[src/sv/pcm_scm_pkg.sv]
package pcm_scm_pkg;

    localparam int unsigned SAMPLE_W = 32;
    localparam int unsigned VOL_W    = 8;
    localparam int unsigned FMT_W    = 2;
    localparam int unsigned CFG_IDX_W = 2;

    localparam logic [FMT_W-1:0] FMT_U8  = 2'd0;
    localparam logic [FMT_W-1:0] FMT_S16 = 2'd1;
    localparam logic [FMT_W-1:0] FMT_S32 = 2'd2;

    localparam logic [CFG_IDX_W-1:0] CFG_SOURCE_FORMAT  = 2'd0;
    localparam logic [CFG_IDX_W-1:0] CFG_TARGET_FORMAT  = 2'd1;
    localparam logic [CFG_IDX_W-1:0] CFG_VOLUME_PERCENT = 2'd2;

    localparam logic [FMT_W-1:0] RST_SOURCE_FORMAT  = FMT_S16;
    localparam logic [FMT_W-1:0] RST_TARGET_FORMAT  = FMT_S16;
    localparam logic [VOL_W-1:0] RST_VOLUME_PERCENT = 8'd100;

    // Unsigned divide by 100 of any 32-bit value: (x * RECIP_100) >> RECIP_SHIFT.
    localparam logic [31:0] RECIP_100   = 32'h51EB_851F;
    localparam int unsigned RECIP_SHIFT = 37;
    localparam int unsigned QUOT_W      = 64 - RECIP_SHIFT;

    localparam logic [7:0]  U8_MAX  = 8'hff;
    localparam logic [7:0]  HALF_LSB = 8'h80;
    localparam logic signed [33:0] S16_MAX = 34'sh0_7fff;
    localparam logic signed [33:0] S16_MIN = -34'sh0_8000;

endpackage

[src/sv/pcm_sample_convert_mix_unit.sv]
// Mixes one source PCM sample, scaled by a volume percentage, into one destination
// sample and returns the sum in the destination format (8-bit clamps at 255, 16-bit
// saturates, 32-bit wraps). Each input word carries source_raw in bits 31:0 and
// target_raw in bits 63:32; each output word carries mixed_raw. The datapath is a
// four-stage pipeline (volume multiply, reciprocal multiply for the divide by 100,
// sign restore and width conversion, mix and clamp), so one word is accepted every
// cycle unless the output stalls, and the result is presented from the mix and
// clamp stage register. Formats and volume are read live by the pipeline stages,
// so they should only be written while the pipeline is empty.
module pcm_sample_convert_mix_unit (
    input  logic        i_clk,
    input  logic        i_rst_n,
    input  logic        i_cfg_valid,
    output logic        o_cfg_ready,
    input  logic [1:0]  i_cfg_index,
    input  logic [7:0]  i_cfg_data,
    input  logic        i_s_tvalid,
    output logic        o_s_tready,
    input  logic [63:0] i_s_tdata,   // source_raw[31:0], target_raw[63:32]
    output logic        o_m_tvalid,
    input  logic        i_m_tready,
    output logic [31:0] o_m_tdata    // mixed_raw[31:0]
);

    logic [pcm_scm_pkg::FMT_W-1:0] r_src_fmt;
    logic [pcm_scm_pkg::FMT_W-1:0] r_tgt_fmt;
    logic [pcm_scm_pkg::VOL_W-1:0] r_vol;

    logic        r_v1, r_v2, r_v3, r_v4;
    logic        w_rdy1, w_rdy2, w_rdy3, w_rdy4;
    logic [31:0] r_prod;
    logic [31:0] r_traw1, r_traw2, r_traw3;
    logic [63:0] r_recip;
    logic        r_neg;
    logic [31:0] r_q;
    logic [31:0] r_mixed;

    logic [31:0] n_prod;
    logic [31:0] n_src;
    logic [31:0] w_mag;
    logic [63:0] n_recip;
    logic [31:0] w_quot;
    logic [31:0] w_qs;
    logic [31:0] n_q;
    logic [7:0]  w_hi;
    logic [31:0] w_sum32;
    logic signed [33:0] w_sum34;
    logic [31:0] n_mixed;

    assign o_cfg_ready = 1'b1;

    always_ff @(posedge i_clk) begin
        if (!i_rst_n) begin
            r_src_fmt <= pcm_scm_pkg::RST_SOURCE_FORMAT;
            r_tgt_fmt <= pcm_scm_pkg::RST_TARGET_FORMAT;
            r_vol     <= pcm_scm_pkg::RST_VOLUME_PERCENT;
        end else if (i_cfg_valid) begin
            case (i_cfg_index)
                pcm_scm_pkg::CFG_SOURCE_FORMAT:  r_src_fmt <= i_cfg_data[1:0];
                pcm_scm_pkg::CFG_TARGET_FORMAT:  r_tgt_fmt <= i_cfg_data[1:0];
                pcm_scm_pkg::CFG_VOLUME_PERCENT: r_vol     <= i_cfg_data;
                default: ;
            endcase
        end
    end

    assign w_rdy4 = !r_v4 || i_m_tready;
    assign w_rdy3 = !r_v3 || w_rdy4;
    assign w_rdy2 = !r_v2 || w_rdy3;
    assign w_rdy1 = !r_v1 || w_rdy2;
    assign o_s_tready = w_rdy1;

    always_ff @(posedge i_clk) begin
        if (!i_rst_n) begin
            r_v1 <= 1'b0;
            r_v2 <= 1'b0;
            r_v3 <= 1'b0;
            r_v4 <= 1'b0;
        end else begin
            if (w_rdy1) r_v1 <= i_s_tvalid;
            if (w_rdy2) r_v2 <= r_v1;
            if (w_rdy3) r_v3 <= r_v2;
            if (w_rdy4) r_v4 <= r_v3;
        end
    end

    always_comb begin
        case (r_src_fmt)
            pcm_scm_pkg::FMT_U8:  n_src = {24'd0, i_s_tdata[7:0]};
            pcm_scm_pkg::FMT_S16: n_src = {{16{i_s_tdata[15]}}, i_s_tdata[15:0]};
            default:              n_src = i_s_tdata[31:0];
        endcase
        n_prod = n_src * {24'd0, r_vol};
    end

    assign w_mag   = r_prod[31] ? (~r_prod + 32'd1) : r_prod;
    assign n_recip = {32'd0, w_mag} * {32'd0, pcm_scm_pkg::RECIP_100};

    always_comb begin
        w_quot = {{(32 - pcm_scm_pkg::QUOT_W){1'b0}}, r_recip[63:pcm_scm_pkg::RECIP_SHIFT]};
        w_qs   = r_neg ? (~w_quot + 32'd1) : w_quot;
        w_hi   = w_qs[15:8];
        if (r_src_fmt == pcm_scm_pkg::FMT_S16 && r_tgt_fmt == pcm_scm_pkg::FMT_U8) begin
            if (w_hi != pcm_scm_pkg::U8_MAX && w_qs[7:0] > pcm_scm_pkg::HALF_LSB) begin
                n_q = {24'd0, w_hi + 8'd1};
            end else begin
                n_q = {24'd0, w_hi};
            end
        end else if (r_src_fmt == pcm_scm_pkg::FMT_U8 && r_tgt_fmt == pcm_scm_pkg::FMT_S16) begin
            n_q = {16'd0, {8{w_qs[7]}}, w_qs[7:0]};
        end else begin
            n_q = w_qs;
        end
    end

    always_comb begin
        w_sum32 = 32'd0;
        w_sum34 = 34'sd0;
        case (r_tgt_fmt)
            pcm_scm_pkg::FMT_U8: begin
                w_sum32 = {24'd0, r_traw3[7:0]} + r_q;
                n_mixed = (w_sum32 > {24'd0, pcm_scm_pkg::U8_MAX}) ?
                          {24'd0, pcm_scm_pkg::U8_MAX} : w_sum32;
            end
            pcm_scm_pkg::FMT_S16: begin
                w_sum34 = $signed({{18{r_traw3[15]}}, r_traw3[15:0]})
                        + $signed({{2{r_q[31]}}, r_q});
                if (w_sum34 > pcm_scm_pkg::S16_MAX) begin
                    n_mixed = {16'd0, pcm_scm_pkg::S16_MAX[15:0]};
                end else if (w_sum34 < pcm_scm_pkg::S16_MIN) begin
                    n_mixed = {16'd0, pcm_scm_pkg::S16_MIN[15:0]};
                end else begin
                    n_mixed = {16'd0, w_sum34[15:0]};
                end
            end
            default: n_mixed = r_traw3 + r_q;
        endcase
    end

    always_ff @(posedge i_clk) begin
        if (w_rdy1 && i_s_tvalid) begin
            r_prod  <= n_prod;
            r_traw1 <= i_s_tdata[63:32];
        end
        if (w_rdy2 && r_v1) begin
            r_recip <= n_recip;
            r_neg   <= r_prod[31];
            r_traw2 <= r_traw1;
        end
        if (w_rdy3 && r_v2) begin
            r_q     <= n_q;
            r_traw3 <= r_traw2;
        end
        if (w_rdy4 && r_v3) begin
            r_mixed <= n_mixed;
        end
    end

    assign o_m_tvalid = r_v4;
    assign o_m_tdata  = r_mixed;

endmodule

[config.mk]
export PLATFORM = sky130hd
export DESIGN_NAME = pcm_sample_convert_mix_unit
export DESIGN_NICKNAME = d
export VERILOG_FILES = /design/src/sv/pcm_scm_pkg.sv /design/src/sv/pcm_sample_convert_mix_unit.sv
export SDC_FILE = /design/constraint.sdc
export NUM_CORES = 2
export LEC_CHECK = 0
export BUFFER_PORTS_ARGS = -buffer_cell sky130_fd_sc_hd__buf_2
export CORE_MARGIN = 2
export CORE_UTILIZATION = 40
export DETAILED_ROUTE_END_ITERATION = 10
export HOLD_SLACK_MARGIN = 0.15
export SYNTH_ARGS = -nofsm -noshare
export SYNTH_HDL_FRONTEND = slang
export SYNTH_SLANG_ARGS = --single-unit
[constraint.sdc]
create_clock -name i_clk -period 20.1 [get_ports i_clk]
set_clock_uncertainty 0.2 [all_clocks]
set_input_delay 4.02 -clock i_clk [delete_from_list [all_inputs] [get_ports i_clk]]
set_output_delay 4.02 -clock i_clk [all_outputs]
set_load 0.02 [all_outputs]
Word-level counts from Yosys, hierarchy flattened
Cells that the tools add are included.
Storage, ports and cells
  bits of input ports: 79
  ROM bits: 0
  output and inout bits: 35
  word-level logic and storage cells: 65
  memory bits (writable): 0
  register bits: 272
  memories kept: 0
  latch bits: 0
Operators by class
  shift operators: 0
  reduce and logical (&&, ||, !) cells: 21
  mux-type cells: 10
  $mul: 2
  add/subtract/negate cells: 6
  order comparisons: 4
  equal/unequal tests: 5
  bitwise logic cells: 2
  divide/modulo/power cells: 0
Operators by type and width (number)
  $mux 32: 5
  $pmux 32 s2: 2
  $add 32x1->32 const B: 2
  $mul 32x31->63 const B: 1
  $add 16x32->33: 1
  $gt 33x16->1 const B: 1
  $lt 33x16->1 const B: 1
  $add 32x32->32: 1
  $add 8x32->32: 1
  $gt 32x8->1 const B: 1
  $mul 32x8->32: 1
  $mux 16: 2
  $not 26->32: 1
  $not 32->32: 1
  $add 8x1->8 const B: 1
  $gt 8x8->1 const B: 1
  $mux 8: 1
  $ne 8x8->1 const B: 1
  $logic_and 1x1->1: 7
  $eq 2x1->1 const B: 3
  $logic_not 2->1: 3
  $reduce_and 2->1: 3
  $logic_not 1->1: 4
  $logic_or 1x1->1: 4
  $eq 2x2->1 const B: 1

Logic depth before layout (Yosys ltp)
  depth after elaboration: 7
  mapped depth: 36
  mapped depth without buffers: 36

Worst setup path before layout
OpenSTA, ideal clock, no wires.
  path kind: register -> register
  start point: register r_prod[7]
  end point: register r_recip[57] (data pin)
  setup slack: 10.532 ns
  library setup time: 0.262 ns
  data arrival time: 9.106 ns
  stages on the path, launching flop included: 32
  data required time: 19.638 ns
  buffers on the path: 0
  clock period less this slack: 9.568 ns
  cells stage by stage: edfxtp_1 or4_1 or3_1 or3_1 or2_1 nand2b_1 or2_2 o41ai_1 xnor2_1 fa_1 fa_1 inv_1 fa_1 inv_1 fa_1 fa_1 fa_1 inv_1 fa_1 inv_1 ha_1 a21o_1 a21o_1 a21oi_1 nand3_1 nor4_1 o31ai_1 a221oi_1 o21ai_0 a31oi_1 o21bai_1 xor2_1
Between the ends
  longest elaborated chain between the ends: 4
Ends and longest elaborated chain
  start: declaration: line pcm_sample_convert_mix_unit.sv:31  | logic [31:0] r_prod;
  start signal: assignment: line pcm_sample_convert_mix_unit.sv:142  | r_prod <= n_prod;
  $not 32->32: line pcm_sample_convert_mix_unit.sv:96  | assign w_mag = r_prod[31] ? (~r_prod + 32'd1) : r_prod;
  $add 32x1->32: line pcm_sample_convert_mix_unit.sv:96
  $mux 32 (*): line pcm_sample_convert_mix_unit.sv:96
  $mul 32x31->63 (*): line pcm_sample_convert_mix_unit.sv:97  | assign n_recip = {32'd0, w_mag} * {32'd0, pcm_scm_pkg::RECIP_100};
  net n_recip[57]: line pcm_sample_convert_mix_unit.sv:41  | logic [63:0] n_recip;
  end signal: assignment: line pcm_sample_convert_mix_unit.sv:146  | r_recip <= n_recip;
  end: declaration: line pcm_sample_convert_mix_unit.sv:33  | logic [63:0] r_recip;
Mark *: on every way through the listed nets, which the timed path passes. The rest lies on a longest branch.
A chain may end at the register's enable or synchronous reset.

Worst setup path in the final report
  start point: register r_prod[0]
  end point: register r_recip[57] (data pin)
Same word-level chain as after synthesis.

==> metrics.md <==
| Metric | Value |
|---|---|
| Clock Path Buffers | `3` |
| Mapped Cells | `3528` |
| Final period util | `58.6%` |
| Gr ovfl total | `0` |
| Die Area | `0.0905 mm2` |
| Synth-to-Final Area Change | `8.33%` |
| Maxcap violations | `0` |
| Htree depth | `1` |
| Number of global-route vias before repair | `24881` |
| Nets | `4706` |
| Final Critical Period | `11.78 ns` |
| Setup CP Type | `reg -> reg` |
| CORE AREA | `0.0870 mm2` |
| Buffers on Ports | `112` |
| RSZ-0062 raised after global routing | `no` |
| Final GP Congestion | `0.930` |
| Worst reg2reg endpoint | `r_recip[57]` |
| Post-CTS Resized | `0` |
| Max Used Layer | `met5` |
| Met3 WL post-DR | `5540 um` |
| CTS sink count | `235` |
| Vias | `24300` |
| # rows | `108` |
| Top-area cell type share of the netlist area | `29.3%` |
| #FFs+latches synth | `235` |
| Yosys warning count | `0` |
| 1st-iter DRT viols | `1433` |
| Worst setup EP type | `register` |
| Async S/R FF share, synth | `0%` |
| Die width | `301 um` |
| Initial Util | `40.5%` |
| Hold depth | `0` |
| Hold EP | `r_traw2[21]` |
| Vias/cell | `5.04` |
| Die height | `301 um` |
| Postcts setup bufs | `0` |
| Worst Min Path Start | `r_traw1[21]` |
| Placed Instance Area | `0.0373 mm2` |
| CP max FO | `10` |
| CTS Hold Bufs | `0` |
| Setup_tns | `0 ns` |
| Hold crit path type | `reg -> reg` |
| Req. time, crit path | `20.18 ns` |
| Worst setup SP type | `register` |
| Sequential-to-total area share from yosys stat | `19.6%` |
| Reg-to-reg setup timing slack | `8.32 ns` |
| Reg2reg path depth | `31` |
| Clock Latency Late Sink | `0.55 ns` |
| Status | `completed` |
| ANT nets after route | `0` |
| CP arrival | `11.85 ns` |
| TritonCTS clock tree | `built` |
| First-pass GRT wire length | `140000 um` |
| Final setup viols | `0` |
| Routed wire per std cell | `18.3 um` |
| Largest net degree at the start of global routing | `65` |
| Design area | `0.0382 mm2` |
| DRC | `0` |
| Clk slew on worst S/H paths | `0.06 ns` |
| Maximum clock frequency | `84.9 MHz` |
| Share of cells above drive strength 1 | `6.39%` |
| Worst rel slew slack | `13.3%` |
| EDFF count, synth | `219` |
| Final hold vios | `0` |
| Netlist cell types | `77` |
| Met2 wire length | `38600 um` |
| Slew @ Worst Pin | `1.29 ns` |
| Primary FF master, synth | `edfxtp_1` |
| Cell mode on critical path | `fa_1` |
| Area contributors post-synth | `fa_1 (29%), edfxtp_1 (19%), ha_1 (17%)` |
| Gr usage total | `19.8%` |
| Clock Root Buffer | `clkbuf_16` |
| Post-Synthesis Mean Instance Area | `9.99 um2` |
| Post-synthesis instance area | `0.0352 mm2` |
| Yosys top cell by area | `fa_1` |
| I/O pins | `114` |
| R2R Path Start | `r_prod[0]` |
| Detailed Route WL | `88000 um` |
| Fin. max-slew vios | `0` |
| Initial antenna violation count | `3` |
| CP peak stage delay | `1.01 ns` |
| Crit path max-delay cell type | `nor4_1` |
| Num CTS Buffers | `26` |
| Detailed placement HPWL | `75400 um` |
| Syn_nets | `4590` |
| WL met1 | `41600 um` |
| Drt first pass iters | `5` |
cell usage in the layout, fill, tap and decap left out, types with 18 or more instances in the layout:
cell type / n
fa_1: 516
nand2_1: 186
o31ai_1: 21
and2_1: 99
buf_4: 35
or2_2: 20
a21o_1: 83
buf_2: 112
nor2_1: 117
xnor2_1: 147
nand2b_1: 18
nor3_1: 28
ha_1: 467
o21ai_0: 94
and3_1: 47
a21oi_1: 135
o21a_1: 24
edfxtp_1: 219
clkbuf_16: 27
nor2b_1: 31
nand3_1: 41
inv_1: 852
xor2_1: 79
worst max path at each step:
stage	to	start	slack (ns)
3_3_place_gp	r_recip[57]	r_prod[0]	8.62
6_report	r_recip[57]	r_prod[0]	8.32
3_5_place_dp	r_recip[57]	r_prod[0]	8.41
4_1_cts	r_recip[57]	r_prod[0]	8.33
2_1_floorplan	r_recip[57]	r_prod[7]	10.53
5_1_grt	r_recip[57]	r_prod[0]	7.60
worst max-delay path: cells and delay by family (launching register included):
kind	cells	cell delay, ns
AOI/OAI and AO/OA	9	2.57
adders and majority gates	8	3.85
xor gates and xnor gates	4	1.71
buffers and inverters	5	0.40
and+or+nand+nor	5	2.18
DFF	1	0.59
state kept, by name, indices dropped and copies added (netlist names), 8 cells and up:
register / cells
r_vol: 8
o_m_tdata: 32
r_recip: 26
r_traw2: 32
r_traw3: 32
r_q: 32
r_traw1: 32
r_prod: 32
through the flow:
step,utilization (%),setup slack [ns],hold slack [ns],instances
2_1_floorplan,-,10.53,0.200,3528
3_3_place_gp,42.9,8.62,0.202,4770
3_5_place_dp,42.9,8.41,0.205,4770
4_1_cts,43.9,8.33,0.214,4817
5_1_grt,43.9,7.60,0.224,4818
6_report,43.9,8.32,0.215,4819
per-layer routing:
metal	vias to the layer above	global-route usage (%)
li1	11589	-
met1	12053	29.0
met2	559	30.6
met3	97	3.25
met4	2	4.74
met5	-	0
synth_stat cells, types with 21 or more instances:
| cell | instances |
|---|---|
| a21o_1 | 83 |
| a21oi_1 | 135 |
| and2_1 | 99 |
| and3_1 | 47 |
| clkbuf_1 | 56 |
| edfxtp_1 | 219 |
| fa_1 | 516 |
| ha_1 | 467 |
| inv_1 | 852 |
| nand2_1 | 186 |
| nand3_1 | 41 |
| nor2_1 | 117 |
| nor2b_1 | 33 |
| nor3_1 | 29 |
| o21a_1 | 24 |
| o21ai_0 | 94 |
| o31ai_1 | 21 |
| xnor2_1 | 147 |
| xor2_1 | 79 |
layout make-up:
cell class	count	area (um2)
Sequential cell	235	6900
Timing Repair Buffer	147	823
Clock buffer	29	683
Antenna cell	1	2.50
Inverter	855	3210
Tap cell	1155	1450
Multi-Input combinational cell	2379	25000
Fill cell	8492	48800
Clock inverter	18	158
cell families after synthesis:
kind of cell / Yosys count / share of synthesized area [%]
fa+ha+maj: 983 / 45.9
buf+inv: 914 / 9.75
simple gates: 681 / 9.97
compound gates: 469 / 8.62
flops: 235 / 19.6
xor+xnor: 228 / 5.71
mux: 17 / 0.486
other cells: 1 / 0.0106
Power is not shown: default switching activity piles up to over one toggle a cycle in this logic, so the estimate is an artifact.
